$ cat src/hdl/lacm_pkg.sv
// ----------------------------------------------------------------------------
// lacm_pkg: shared types and constants of the look-at camera matrix block
// Widths, item and row records, control groups and state encodings.
// ----------------------------------------------------------------------------
`timescale 1ns / 1ps
`default_nettype none

package lacm_pkg;

  localparam int DIR_W       = 16;
  localparam int POS_W       = 24;
  localparam int TR_W        = 25;
  localparam int IN_W        = 120;
  localparam int OUT_W       = 80;
  localparam int QUEUE_DEPTH = 2;

  // normalizer widths
  localparam int VEC_W  = 32;  // signed vector component into the normalizer
  localparam int MAG_W  = 31;  // |v| << k never exceeds the root
  localparam int SQ_W   = 62;  // sum of squares, below 2^62
  localparam int NUM_W  = 46;  // (|v| << (14+k)) + root/2
  localparam int QUO_W  = 15;  // quotient magnitude, at most 2^14

  localparam logic [1:0] ROW_SIDE = 2'd0;
  localparam logic [1:0] ROW_UP   = 2'd1;
  localparam logic [1:0] ROW_DIR  = 2'd2;
  localparam logic [1:0] ROW_LAST = 2'd3;

  localparam logic signed [TR_W-1:0] T_ONE = 25'sd4096;

  // output word layout
  localparam int O_IDX_LSB = 0;
  localparam int O_C0_LSB  = 2;
  localparam int O_C3_LSB  = 50;
  localparam int O_C3_MSB  = 74;

  typedef struct packed {
    logic signed [DIR_W-1:0] dir_x;
    logic signed [DIR_W-1:0] dir_y;
    logic signed [DIR_W-1:0] dir_z;
    logic signed [POS_W-1:0] pos_x;
    logic signed [POS_W-1:0] pos_y;
    logic signed [POS_W-1:0] pos_z;
    logic                    flat;   // direction has no x/z part
  } item_t;

  typedef struct packed {
    logic [1:0]              row_index;
    logic signed [DIR_W-1:0] col_zero;
    logic signed [DIR_W-1:0] col_one;
    logic signed [DIR_W-1:0] col_two;
    logic signed [TR_W-1:0]  col_three;
    logic                    last_row;
    logic                    degenerate;
  } row_t;

  typedef struct packed {
    logic                    start;
    logic signed [VEC_W-1:0] v0;
    logic signed [VEC_W-1:0] v1;
    logic signed [VEC_W-1:0] v2;
  } norm_req_t;

  typedef struct packed {
    logic                    done;
    logic                    zero;
    logic signed [DIR_W-1:0] o0;
    logic signed [DIR_W-1:0] o1;
    logic signed [DIR_W-1:0] o2;
  } norm_rsp_t;

  typedef enum logic [2:0] {
    N_IDLE, N_SQ, N_SCALE, N_ROOT, N_DIVSET, N_DIV
  } norm_state_e;

  typedef enum logic [2:0] {
    B_IDLE, B_SIDE, B_CROSS, B_UP, B_TPROD, B_TSUM, B_TRND, B_FIN
  } back_state_e;

endpackage

`default_nettype wire

$ cat src/hdl/lacm_queue.sv
// ----------------------------------------------------------------------------
// lacm_queue: short item queue between front and back
// Circular buffer with a fill count.
// ----------------------------------------------------------------------------
`timescale 1ns / 1ps
`default_nettype none

module lacm_queue #(
  parameter int Depth = lacm_pkg::QUEUE_DEPTH
) (
  input  wire logic             clk_i,
  input  wire logic             rst_ni,
  input  wire logic             push_i,
  input  wire lacm_pkg::item_t  item_i,
  output logic                  ready_o,
  input  wire logic             pop_i,
  output logic                  valid_o,
  output lacm_pkg::item_t       item_o
);

  localparam int PtrW = (Depth > 1) ? $clog2(Depth) : 1;
  localparam int CntW = $clog2(Depth + 1);

  lacm_pkg::item_t   mem_q [Depth];
  logic [PtrW-1:0]   wr_q, wr_d, rd_q, rd_d;
  logic [CntW-1:0]   cnt_q, cnt_d;

  assign ready_o = (cnt_q != CntW'(Depth));
  assign valid_o = (cnt_q != '0);
  assign item_o  = mem_q[rd_q];

  always_comb begin
    wr_d  = wr_q;
    rd_d  = rd_q;
    cnt_d = cnt_q;
    if (push_i) begin
      wr_d = (wr_q == PtrW'(Depth - 1)) ? '0 : wr_q + 1'b1;
    end
    if (pop_i) begin
      rd_d = (rd_q == PtrW'(Depth - 1)) ? '0 : rd_q + 1'b1;
    end
    if (push_i && !pop_i) begin
      cnt_d = cnt_q + 1'b1;
    end else if (pop_i && !push_i) begin
      cnt_d = cnt_q - 1'b1;
    end
  end

  always_ff @(posedge clk_i or negedge rst_ni) begin
    if (!rst_ni) begin
      wr_q  <= '0;
      rd_q  <= '0;
      cnt_q <= '0;
    end else begin
      wr_q  <= wr_d;
      rd_q  <= rd_d;
      cnt_q <= cnt_d;
    end
  end

  always_ff @(posedge clk_i) begin
    if (push_i) begin
      mem_q[wr_q] <= item_i;
    end
  end

endmodule

`default_nettype wire

$ cat config.mk
export PLATFORM = sky130hd
export DESIGN_NAME = lacm_queue
export DESIGN_NICKNAME = d
export VERILOG_FILES = /design/src/hdl/lacm_pkg.sv /design/src/hdl/lacm_queue.sv
export SDC_FILE = /design/constraint.sdc
export NUM_CORES = 1
export LEC_CHECK = 0
export BUFFER_PORTS_ARGS = -buffer_cell sky130_fd_sc_hd__buf_2
export CAP_MARGIN = 20
export CORE_ASPECT_RATIO = 0.8
export CORE_UTILIZATION = 52
export DETAILED_ROUTE_END_ITERATION = 6
export PLACE_DENSITY = 0.87
export SKIP_CTS_REPAIR_TIMING = 1
export SLEW_MARGIN = 20
export SYNTH_ARGS = -nofsm -noshare
export SYNTH_HDL_FRONTEND = slang
export SYNTH_SLANG_ARGS = --single-unit
$ cat constraint.sdc
create_clock -name clk_i -period 8.4 [get_ports clk_i]
set_input_delay 2.1 -clock clk_i [delete_from_list [all_inputs] [get_ports clk_i]]
set_output_delay 2.1 -clock clk_i [all_outputs]
set_load 0.02 [all_outputs]
==> impl_metrics.yaml <==
critical_path:
  startpoint: "rd_q"
  critPathMaxFanout: 66
  slowest_delay_ns: 1.06
  rrSetupSlack_ns: 5.93
  crit_family: "flip-flops"
  cp-start-kind: "flip-flop"
  worstSetupPathType: "reg -> out"
  worst_setup_path_end_kind: "primary output"
  worst_r2r_endpoint: "rd_q"
  r2r_start: "rd_q"
  crit_arrival_ns: 3.27
  critPathSlowestCell: "dfrtp_4"
  crit_chain: "buf_4 > mux2_2 > buf_2"
  reg2reg_depth: 2
  cp.required_ns: 6.30
  critPathBufInv: 2
timing:
  setup_viol: 0
  fmax_ghz: 0.186
  finalHoldViolations: 0
  hold_ws_ns: 0.498
  layout_min_cycle_time_ns: 5.37
  min_period_over_period: 0.640
  finClkSkew_ns: 0.00642
  tns_ns: 0
  worst_pin_slew_ns: 1.08
  slew_violations: 0
  rsz0062_at_grt: "no"
  slew_headroom: 0.280
clock_network:
  clk_path_buf_depth: 3
  tritoncts: "built"
  htree_levels: 1
  cts_made_buffers: 24
  cts.reportedPaths.clkPinSlew_ns: 0.06
  cts_root_buf: "clkbuf_16"
  clk_latency_ns: 0.50
  cts.sink_count: 246
pwr:
  power_leakage_nw: 4.55
  irDropWorstVdd_mv: 0.293
  p_per_area_nw_per_um2: 358
min_path:
  hold_end: "cnt_q[1]"
  holdPathStages: 1
  hold_path_class: "reg -> reg"
  worstHoldStart: "cnt_q[1]"
detailed_routing:
  ant_nets: 0
  route.detailed.drc: 0
  wire_per_inst_um: 18.5
  drt_first_iter_violations: 252
  drt_pre_antenna_iters: 4
  num_vias: 4576
  viasPerCell: 5.09
  drt_wl_total_um: 16600
place:
  dp_hpwl_um: 10900
  place.gp.congestion: 0.780
  dp_cells: 855
  portBuffers: 247
  dpl_cell_area_um2: 10700
synthesis:
  synth_area_um2: 9260
  synth_nets: 519
  synth-seq-cells: 246
  seq_area_frac_synth: 0.796
  yosysUniqueCellTypes: 16
  yosysWarnings: 0
  syn_inst: 393
  yosysTopAreaCellShare: 0.785
  synth_mux_area_frac: 0.180
  synth_fa_ha_area_frac: 0.00135
  synth_top_family_by_area: "multiplexers"
  synth-simple-area-share: 0.00311
  synth_compound_area_frac: 0
  synth_area_leader_cell: "edfxtp_1"
  ys_top_cells_by_area: "edfxtp_1 79%, mux2_4 13%, mux2_2 5.0%"
  avgSynthCellArea_um2: 23.5
  synth-xor-area-share: 0.00473
global_routing:
  grt_overflow: 0
  antenna_found_initial: 2
  grt_max_degree: 70
  grt_pass1_vias: 4712
  track_usage: 0.179
  grt_pass1_wl_um: 24600
floorplanning:
  die_width_um: 151
  coreArea_um2: 17400
  die-area_um2: 18300
  io_pins: 248
  die_y_um: 121
  start_util: 0.533
  rows: 43
flow_run:
  max_cap_viol_count: 0
status:
  outcome: "finished, final reports clean"
cells_and_area:
  final_cells: 899
  postLayoutCellArea_um2: 11500
  area_growth_pct: 23.8
  drive_gt1_frac: 0.605
  final_nets: 782
-- cells in the final DEF, fill, tap and decap left out --
cell / n
and2_4: 1
buf_2: 247
buf_4: 4
bufinv_16: 3
clkbuf_1: 8
clkbuf_16: 25
clkinv_1: 4
clkinv_2: 3
dfrtp_1: 3
dfrtp_4: 1
diode_2: 1
edfxtp_1: 242
ha_1: 1
inv_1: 1
mux2_2: 41
mux2_4: 80
nand2b_1: 1
nor2_1: 1
nor2b_4: 1
or2_2: 1
xnor2_1: 1
xor2_1: 4
-- power breakdown --
group          internal (W)  total (W)  leakage [nW]  switching (W)
Sequential          0.00163    0.00177          2.32       0.000135
Combinational      0.000582    0.00129          1.86       0.000709
Clock              0.000636    0.00105         0.378       0.000412
-- how the worst max path moves through the flow --
stage | to | slack [ns] | cells past startpoint
finish | item_o[119] | 3.03 | 3
global route | item_o[6] | 2.89 | 3
CTS | item_o[107] | 3.01 | 3
detailed placement | item_o[6] | 3.54 | 3
global placement | item_o[119] | 3.66 | 3
floorplan | mem_q[0][0] | 0.43 | 1
-- sequential cells by signal, summed over array words and instances, names as in the netlist --
signal	count
mem_q	242
cnt_q	2
rd_q	1
wr_q	1
-- layer usage --
metal	vias up	share of wire	track usage
met3	23	0.085	0.0541
met4	2	0.017	0.0425
met1	2267	0.40	0.220
li1	2078	-	-
met5	-	0.00078	0
met2	206	0.50	0.309
-- worst register-to-register path, cell delays in order (launching register included) --
cell and delay (ns):
dfrtp_4 1.06, buf_4 1.00, xor2_1 0.26
-- area by class of cell --
class / instances / area [um2]
multi-input combinational: 132 / 1760
antenna: 1 / 2.50
timing repair buffer: 251 / 1270
clock inverter: 10 / 120
inverter: 1 / 3.75
clock buffer: 33 / 656
tap: 225 / 282
fill: 1195 / 5920
sequential: 246 / 7370
-- logic make-up (layout without fill, tap and decap cells) --
group                      Yosys count  count (layout)
and+or+nand+nor                      5               5
other                                0               1
DFF                                246             246
buffers and inverters               15             295
xor gates and xnor gates             5               5
muxes                              121             121
adders and majority gates            1               1
-- synthesized netlist by cell type --
| cell type | n |
|---|---|
| and2_1 | 1 |
| ha_1 | 1 |
| or2_2 | 1 |
| buf_6 | 9 |
| buf_8 | 1 |
| inv_1 | 1 |
| nand2b_1 | 1 |
| nor2_1 | 1 |
| xor2_1 | 4 |
| nor2b_1 | 1 |
| edfxtp_1 | 242 |
| xnor2_1 | 1 |
| mux2_4 | 80 |
| dfrtp_1 | 4 |
| buf_2 | 4 |
| mux2_2 | 41 |
-- metrics by stage --
step,setup slack [ns],util,power [W]
3_3_place_gp,3.66,0.615,0.00305
6_report,3.03,0.659,0.00411
2_1_floorplan,0.434,-,0.00277
4_1_cts,3.01,0.659,0.00415
3_5_place_dp,3.54,0.615,0.00310
5_1_grt,2.89,0.659,0.00429
Note: power is estimated with default switching activity, not from simulation.
