## src/hdl/lacm_pkg.sv

```systemverilog
// ----------------------------------------------------------------------------
// lacm_pkg: shared types and constants of the look-at camera matrix block
// Widths, item and row records, control groups and state encodings.
// ----------------------------------------------------------------------------
`timescale 1ns / 1ps
`default_nettype none

package lacm_pkg;

  localparam int DIR_W       = 16;
  localparam int POS_W       = 24;
  localparam int TR_W        = 25;
  localparam int IN_W        = 120;
  localparam int OUT_W       = 80;
  localparam int QUEUE_DEPTH = 2;

  // normalizer widths
  localparam int VEC_W  = 32;  // signed vector component into the normalizer
  localparam int MAG_W  = 31;  // |v| << k never exceeds the root
  localparam int SQ_W   = 62;  // sum of squares, below 2^62
  localparam int NUM_W  = 46;  // (|v| << (14+k)) + root/2
  localparam int QUO_W  = 15;  // quotient magnitude, at most 2^14

  localparam logic [1:0] ROW_SIDE = 2'd0;
  localparam logic [1:0] ROW_UP   = 2'd1;
  localparam logic [1:0] ROW_DIR  = 2'd2;
  localparam logic [1:0] ROW_LAST = 2'd3;

  localparam logic signed [TR_W-1:0] T_ONE = 25'sd4096;

  // output word layout
  localparam int O_IDX_LSB = 0;
  localparam int O_C0_LSB  = 2;
  localparam int O_C3_LSB  = 50;
  localparam int O_C3_MSB  = 74;

  typedef struct packed {
    logic signed [DIR_W-1:0] dir_x;
    logic signed [DIR_W-1:0] dir_y;
    logic signed [DIR_W-1:0] dir_z;
    logic signed [POS_W-1:0] pos_x;
    logic signed [POS_W-1:0] pos_y;
    logic signed [POS_W-1:0] pos_z;
    logic                    flat;   // direction has no x/z part
  } item_t;

  typedef struct packed {
    logic [1:0]              row_index;
    logic signed [DIR_W-1:0] col_zero;
    logic signed [DIR_W-1:0] col_one;
    logic signed [DIR_W-1:0] col_two;
    logic signed [TR_W-1:0]  col_three;
    logic                    last_row;
    logic                    degenerate;
  } row_t;

  typedef struct packed {
    logic                    start;
    logic signed [VEC_W-1:0] v0;
    logic signed [VEC_W-1:0] v1;
    logic signed [VEC_W-1:0] v2;
  } norm_req_t;

  typedef struct packed {
    logic                    done;
    logic                    zero;
    logic signed [DIR_W-1:0] o0;
    logic signed [DIR_W-1:0] o1;
    logic signed [DIR_W-1:0] o2;
  } norm_rsp_t;

  typedef enum logic [2:0] {
    N_IDLE, N_SQ, N_SCALE, N_ROOT, N_DIVSET, N_DIV
  } norm_state_e;

  typedef enum logic [2:0] {
    B_IDLE, B_SIDE, B_CROSS, B_UP, B_TPROD, B_TSUM, B_TRND, B_FIN
  } back_state_e;

endpackage

`default_nettype wire

```

## src/hdl/lacm_front.sv

```systemverilog
// ----------------------------------------------------------------------------
// lacm_front: input register and classifier
// Take a word, flag a direction with no x/z part, hand it to the queue.
// ----------------------------------------------------------------------------
`timescale 1ns / 1ps
`default_nettype none

module lacm_front (
  input  wire logic                         clk_i,
  input  wire logic                         rst_ni,
  input  wire logic                         s_valid_i,
  output logic                              s_ready_o,
  input  wire logic [lacm_pkg::IN_W-1:0]    s_data_i,
  output logic                              push_o,
  output lacm_pkg::item_t                   item_o,
  input  wire logic                         q_ready_i
);

  logic            valid_q, valid_d;
  lacm_pkg::item_t item_q;
  lacm_pkg::item_t item_d;

  assign s_ready_o = !valid_q || q_ready_i;
  assign push_o    = valid_q && q_ready_i;
  assign item_o    = item_q;

  always_comb begin
    item_d.dir_x = s_data_i[15:0];
    item_d.dir_y = s_data_i[31:16];
    item_d.dir_z = s_data_i[47:32];
    item_d.pos_x = s_data_i[71:48];
    item_d.pos_y = s_data_i[95:72];
    item_d.pos_z = s_data_i[119:96];
    item_d.flat  = (s_data_i[15:0] == '0) && (s_data_i[47:32] == '0);
  end

  always_comb begin
    valid_d = valid_q;
    if (s_valid_i && s_ready_o) begin
      valid_d = 1'b1;
    end else if (push_o) begin
      valid_d = 1'b0;
    end
  end

  always_ff @(posedge clk_i or negedge rst_ni) begin
    if (!rst_ni) begin
      valid_q <= 1'b0;
    end else begin
      valid_q <= valid_d;
    end
  end

  always_ff @(posedge clk_i) begin
    if (s_valid_i && s_ready_o) begin
      item_q <= item_d;
    end
  end

endmodule

`default_nettype wire

```

## config.mk

```make
export PLATFORM = sky130hd
export DESIGN_NAME = lacm_front
export DESIGN_NICKNAME = d
export VERILOG_FILES = /design/src/hdl/lacm_pkg.sv /design/src/hdl/lacm_front.sv
export SDC_FILE = /design/constraint.sdc
export NUM_CORES = 1
export LEC_CHECK = 0
export BUFFER_PORTS_ARGS = -buffer_cell sky130_fd_sc_hd__buf_2
export CORE_MARGIN = 5
export CORE_UTILIZATION = 35
export CTS_CLUSTER_SIZE = 30
export DETAILED_ROUTE_END_ITERATION = 7
export GPL_TIMING_DRIVEN = 0
export PLACE_DENSITY = 0.69
export SYNTH_ARGS = -nofsm -noshare
export SYNTH_HDL_FRONTEND = slang
export SYNTH_SLANG_ARGS = --single-unit
```

## constraint.sdc

```tcl
create_clock -name clk_i -period 4.3 [get_ports clk_i]
set_input_delay 0.215 -clock clk_i [delete_from_list [all_inputs] [get_ports clk_i]]
set_output_delay 0.215 -clock clk_i [all_outputs]
set_load 0.05 [all_outputs]
```

==> results of run 1 <==
-- metrics by stage --
stage,std cells,setup slack [ps],instance area (um2),util [%]
global placement,519,-357,5160,49.5
detailed placement,520,2400,5190,49.8
floorplan,137,167,3760,-
-- synthesized netlist by cell type --
| cell type | n | area [um2] |
|---|---|---|
| nor4_2 | 1 | 12.5 |
| and2_1 | 2 | 12.5 |
| dfrtp_1 | 1 | 25.0 |
| nor2_1 | 1 | 3.75 |
| edfxtp_1 | 121 | 3630 |
| nand2b_1 | 2 | 12.5 |
| nand4_1 | 2 | 12.5 |
| nor4_1 | 7 | 43.8 |
-- cell families after synthesis --
group	after synthesis
DFF	122
and+or+nand+nor	15
==> flow_summary.ini, run 1 <==
[place]
place_congestion = 0.817
hpwl_um = 7340
io_buffers = 246

[cts]
post_cts_resized = 0
htree_levels = 4
clockBufferDepth = 2
cts_buffers = 17
hold_buffers = 111
cts_root_buffer = clkbuf_8
cts_setup_buffers = 0
cts_sinks = 122

[synthesis]
ys_warn_count = 0
synth-simple-area-share_pct = 2.60
synth_compound_area_share_pct = 0
synth_cell_types = 8
synthMuxAreaShare_pct = 0
synth_top_family_by_area = simple AND/OR/NAND/NOR gates
synth_area_mm2 = 0.00376
ys_ff_latch = 122
yosysSeqAreaShare_pct = 97.4
avgSynthCellArea_um2 = 27.4
synth_xor_area_share_pct = 0
synth_fp_nets = 261
synth_fa_ha_area_share_pct = 0
syn_inst = 137

[outcome]
status = stopped before the end
failing_step = 4_1_cts
first-error = [ERROR RSZ-0060] Max buffer count reached.

[floorplan]
dieHeight_um = 114
ioPinCount = 247
die_w_um = 114
rows = 37
start_util_pct = 36.1
==> run 2: changes to the inputs <==
--- a/config.mk
+++ b/config.mk
@@ -7,11 +7,10 @@
 export LEC_CHECK = 0
 export BUFFER_PORTS_ARGS = -buffer_cell sky130_fd_sc_hd__buf_2
 export CORE_MARGIN = 5
-export CORE_UTILIZATION = 35
-export CTS_CLUSTER_SIZE = 30
+export CORE_UTILIZATION = 20
 export DETAILED_ROUTE_END_ITERATION = 7
 export GPL_TIMING_DRIVEN = 0
-export PLACE_DENSITY = 0.69
+export PLACE_DENSITY_LB_ADDON = 0.15
 export SYNTH_ARGS = -nofsm -noshare
 export SYNTH_HDL_FRONTEND = slang
 export SYNTH_SLANG_ARGS = --single-unit
==> flow_summary.ini, run 2 <==
[pwr]
pwr-share-clk_pct = 43.1
ir_drop_mv = 0.243
switching_power_w = 0.000880
p_leak_nw = 2.89
p_comb_share_pct = 14.2
swShare_pct = 26.8
internal_power_w = 0.00240
p_total_w = 0.00328
share_seq_of_total_power_pct = 42.7
power.density_mw_per_mm2 = 471

[cts]
clk_latency_ps = 400
clkTransAtPathRegs_ps = 60
post_cts_resized = 0
hold_buffers = 106
tritoncts = yes
cts_root_buffer = clkbuf_16
cts_sinks = 122
cts_buffers = 17
cts_setup_buffers = 0
clockBufferDepth = 2
htree_levels = 4

[floorplan]
dieHeight_um = 147
ioPinCount = 247
die_w_um = 147
die_area_mm2 = 0.0216
coreArea_mm2 = 0.0186
rows = 50
start_util_pct = 20.2

[final_layout]
drive_gt1_share_pct = 53.8
n_fill_cell = 1798
multi_input_area_um2 = 100
layout_commonest_cell = buf_2
seq_area_mm2 = 0.00366
area_growth_pct = 85.3
antennaDiodeCount = 0
final_cell_mix = buf_2, edfxtp_1, dlygate4sd3_1
layout.nets = 633
largest_register_ffs = 121

[min_path]
holdCritPathClass = in2reg
whs_endpoint = item_o[87]
hold_start = s_data_i[46]
min_path_cells = 1

[setup_path]
required_ps = 4370
cp.arrival_ps = 2000
worstReg2RegEnd = item_o[94]
r2r-start = valid_q
start_kind = flip-flop
critPathMaxFanout = 65
r2r_slack_ps = 2360
rr_worst_depth = 3
crit_type = reg2reg
endpoint_kind = flip-flop

[synthesis]
yosysSeqAreaShare_pct = 97.4
syn_inst = 137
synth_top_area_share_pct = 96.7
synth-edff-count = 121
synth_top_area_cell = edfxtp_1
synth.most_common_cell = edfxtp_1
async_reset_ff_share_pct = 0.820
synth_cell_types = 8
avgSynthCellArea_um2 = 27.4
ys_ff_latch = 122
synth_area_mm2 = 0.00376
ys_warn_count = 0
yosys-top-cells-area = edfxtp_1, nor4_1, dfrtp_1
synth_fp_nets = 261
synth_common_cells = edfxtp_1, nor4_1, and2_1, nand2b_1, nand4_1
ys.flop_type = edfxtp_1

[global_route]
grt_max_degree = 66
antenna_found_initial = 0
grt_pass1_wl_um = 17700
overflow = 0
grt_pass1_vias = 3175
grt_use_total_pct = 10.8

[drt]
num_vias = 2797
drc = 0
wire_per_inst_um = 15.7
firstDrtPassIters = 4
ant_nets = 0
drt_iter0_markers = 89
wl_um = 11800
viasPerCell = 3.70

[timing]
period_needed_ps = 1940
slew_headroom_pct = 46.1
setup_viol = 0
hold_viol_final = 0
slew_viol_final = 0
holdWs_ps = 21.1
worstMarginPinSlew_ps = 809
setup_tns_ps = 0
fmax_ghz = 0.516
final.period_utilization_pct = 45.1
finClkSkew_ps = 3.93
rsz0062_at_grt = no

[job]
maxCapViolations = 0

[place]
io_buffers = 246
place_congestion = 0.727

[outcome]
status = completed
[run 2: cell counts after synthesis]
No cell type changed its count.
[run 2: final cells by class]
| type | instances | area share, % |
|---|---|---|
| sequential | 122 | 52.6 |
| timing repair buffer | 353 | 33.3 |
| clock inverter | 15 | 2.35 |
| clock buffer | 17 | 6.11 |
| tap | 234 | 4.21 |
| multi-input combinational | 15 | 1.44 |
[run 2: cells by family after synthesis]
kind of cell / synth area share [%]
DFF: 97.4
and+or+nand+nor: 2.60
[run 2: worst max-delay path, stage by stage, from the launching register on]
cell,delay (ps)
dfrtp_1,370
nand2b_1,110
and2_4,680
buf_16,370
[run 2: how the worst max path moves through the flow]
stage | startpoint | slack (ps) | to
2_1_floorplan | valid_q | 170 | item_o[0]
3_3_place_gp | valid_q | -680 | item_o[68]
3_5_place_dp | valid_q | 2360 | item_o[66]
4_1_cts | valid_q | 2350 | item_o[66]
5_1_grt | valid_q | 2260 | item_o[43]
6_report | valid_q | 2360 | item_o[94]
[run 2: metrics by stage]
| step | area [um2] | utilization [%] | cells | setup slack [ps] |
|---|---|---|---|---|
| 2_1_floorplan | 3760 | - | 137 | 167 |
| 3_3_place_gp | 5280 | 28.4 | 617 | -685 |
| 3_5_place_dp | 5310 | 28.6 | 618 | 2360 |
| 4_1_cts | 6960 | 37.5 | 756 | 2350 |
| 5_1_grt | 6960 | 37.5 | 756 | 2260 |
| 6_report | 6960 | 37.5 | 756 | 2360 |
[run 2: metal layers]
metal  track usage (%)  wire length (um)  share of wire, %
met2              19.5              6260                53
met5                 0                 0                 0
met3              3.52               803               6.8
met4              4.10               157               1.3
met1              11.8              4630                39
[run 2: power groups by stage]
stage | Combinational (W) | Clock [W] | Sequential, W
after floorplan | 0.0000285 | 0 | 0.00165
after detailed placement | 0.000391 | 0 | 0.00143
after global routing | 0.000486 | 0.00152 | 0.00141
final | 0.000464 | 0.00141 | 0.00140
after global placement | 0.000384 | 0 | 0.00144
after CTS | 0.000469 | 0.00146 | 0.00140
(Power assumes the default switching activity.)
==> run 3: changes to the inputs <==
--- a/config.mk
+++ b/config.mk
@@ -5,6 +5,7 @@
 export SDC_FILE = /design/constraint.sdc
 export NUM_CORES = 1
 export LEC_CHECK = 0
+export ABC_AREA = 1
 export BUFFER_PORTS_ARGS = -buffer_cell sky130_fd_sc_hd__buf_2
 export CORE_MARGIN = 5
 export CORE_UTILIZATION = 20
==> constraint.sdc (replaced) <==
create_clock -name clk_i -period 1.6 [get_ports clk_i]
set_input_delay 0.08 -clock clk_i [delete_from_list [all_inputs] [get_ports clk_i]]
set_output_delay 0.08 -clock clk_i [all_outputs]
set_load 0.05 [all_outputs]
==> flow_summary.ini, run 3 <==
[cts]
clockBufferDepth = 2
htree_levels = 4
cts_sinks = 122
clk_latency_ps = 400
clkTransAtPathRegs_ps = 50
cts_root_buffer = clkbuf_16
cts_buffers = 17
tritoncts = yes

[setup_path]
crit_top_cell = buf_16
critPathBufInv = 3
crit_family = buffers and inverters
worstPathCellList = a21oi_4 > buf_16 > buf_12 > buf_16
crit_type = reg2reg
worstReg2RegEnd = item_o[40]
r2r-start = valid_q
rr_worst_depth = 4
required_ps = 1700
r2r_slack_ps = 80
slowest_stage = dfrtp_1
endpoint_kind = flip-flop
critPathMaxFanout = 25
cp_slowest_stage_delay_ps = 420
cp.arrival_ps = 1620
path_depth = 4
start_kind = flip-flop

[synthesis]
ys.flop_type = edfxtp_1
synth-edff-count = 121
syn_inst = 160
async_reset_ff_share_pct = 0.820
synthMuxAreaShare_pct = 0
synth-simple-area-share_pct = 3.36
ys_ff_latch = 122
ys_warn_count = 0
synth_compound_area_share_pct = 0.132
synth_area_mm2 = 0.00380
synth.most_common_cell = edfxtp_1
synth_fa_ha_area_share_pct = 0
synth_top_area_share_pct = 95.6
yosys-top-cells-area = edfxtp_1, nor2_1, nand2_1
synth_xor_area_share_pct = 0
synth_cell_types = 6
synth_fp_nets = 284
synth_top_area_cell = edfxtp_1
synth_top_family_by_area = simple AND/OR/NAND/NOR gates
synth_common_cells = edfxtp_1, nor2_1, nand2_1, inv_1
avgSynthCellArea_um2 = 23.8
yosysSeqAreaShare_pct = 96.2

[final_layout]
layout_commonest_cell = buf_2
drive_gt1_share_pct = 49.1
n_fill_cell = 1775
final_core_util_pct = 38.8
largest_register_ffs = 121
final_cell_mix = buf_2, dlygate4sd3_1, edfxtp_1
area_growth_pct = 90.7
multi_input_area_um2 = 144
final_cells = 801
layout.nets = 679
seq_area_mm2 = 0.00366

[global_route]
grt_max_degree = 27
antenna_found_initial = 1
overflow = 0
grt_pass1_vias = 3322
grt_use_total_pct = 10.3
grt_pass1_wl_um = 17200

[drt]
drc = 0
viasPerCell = 3.66
firstDrtPassIters = 4
num_vias = 2931
ant_nets = 0
drt_iter0_markers = 58
wire_per_inst_um = 14.2
wl_um = 11400

[timing]
hold_viol_final = 0
slew_viol_final = 0
period_needed_ps = 1520
final.period_utilization_pct = 95.0
fmax_ghz = 0.658
setup_viol = 0
worstMarginPinSlew_ps = 322
finClkSkew_ps = 4.07
slew_headroom_pct = 78.7
rsz0062_at_grt = no

[place]
placedCellCount = 645
io_buffers = 246
place_congestion = 0.673
hpwl_um = 8090

[min_path]
min_path_cells = 4
holdCritPathClass = in2reg
hold_start = q_ready_i
whs_endpoint = item_o[75]

[floorplan]
start_util_pct = 20.3
die_area_mm2 = 0.0219
dieHeight_um = 148
rows = 50
coreArea_mm2 = 0.0187
ioPinCount = 247
die_w_um = 148

[pwr]
p_total_w = 0.00863
power.density_mw_per_mm2 = 1190
ir_drop_mv = 0.669
p_leak_nw = 3.04

[job]
maxCapViolations = 0

[outcome]
status = completed
## run 3: worst max path at each step
stage / startpoint / end / slack (ps)
final: valid_q / item_o[40] / 80
after global routing: valid_q / item_o[40] / 10
after CTS: valid_q / item_o[40] / 80
after detailed placement: valid_q / item_o[44] / -350
after global placement: valid_q / item_o[30] / -2080
after floorplan: valid_q / item_o[0] / -1250
## run 3: area by class of cell
class                           count  share of cell area, %
Tap cell                          234                   4.04
Clock buffer                       19                   5.97
Timing Repair Buffer              376                   35.9
Multi-Input combinational cell     35                   1.98
Inverter                            3                  0.155
Antenna cell                        1                 0.0345
Sequential cell                   122                   50.5
Clock inverter                     11                   1.47
## run 3: worst register-to-register path: stages, from the launching register on
cell and delay (ps):
dfrtp_1 420, a21oi_4 200, buf_16 180, buf_12 200
buf_16 210
## run 3: metal layers
layer | vias up | wire length [um] | track usage [%] | part of all wire [%]
met1 | 1375 | 4260 | 10.3 | 37
met5 | - | 0 | 0 | 0
met4 | 0 | 138 | 4.16 | 1.2
li1 | 1407 | - | - | -
met3 | 9 | 1120 | 5.09 | 9.9
met2 | 140 | 5850 | 18.2 | 51
## run 3: metrics by stage
step                setup WS (ps)  hold WS (ps)  TNS (ps)  area (um2)
floorplan                   -1250          -216   -151520        3810
global placement            -2080          -144   -251090        5340
detailed placement           -347          -145    -21510        5460
CTS                          77.1           280         0        7250
global route                 12.8           301         0        7250
finish                       79.8           314         0        7250
## run 3: kinds of logic (layout without fill, tap and decap cells)
kind of cell	after synthesis	after routing
flops	122	122
simple gates	34	34
buf+inv	3	409
compound gates	1	1
other cells	0	1
## run 3: repair_timing
item,4_1_cts,5_1_grt
gates resized for setup,0,0
hold buffers,124,0
buffers inserted,1,0
setup endpoints to repair,92,0
endpoints found under the hold margin,122,0
## run 3: power breakdown
group	switching, W	internal, W	total [W]	leakage, nW
Clock	0.00131	0.00224	0.00355	0.261
Combinational	0.000855	0.000462	0.00132	1.61
Sequential	0.0000390	0.00373	0.00377	1.16
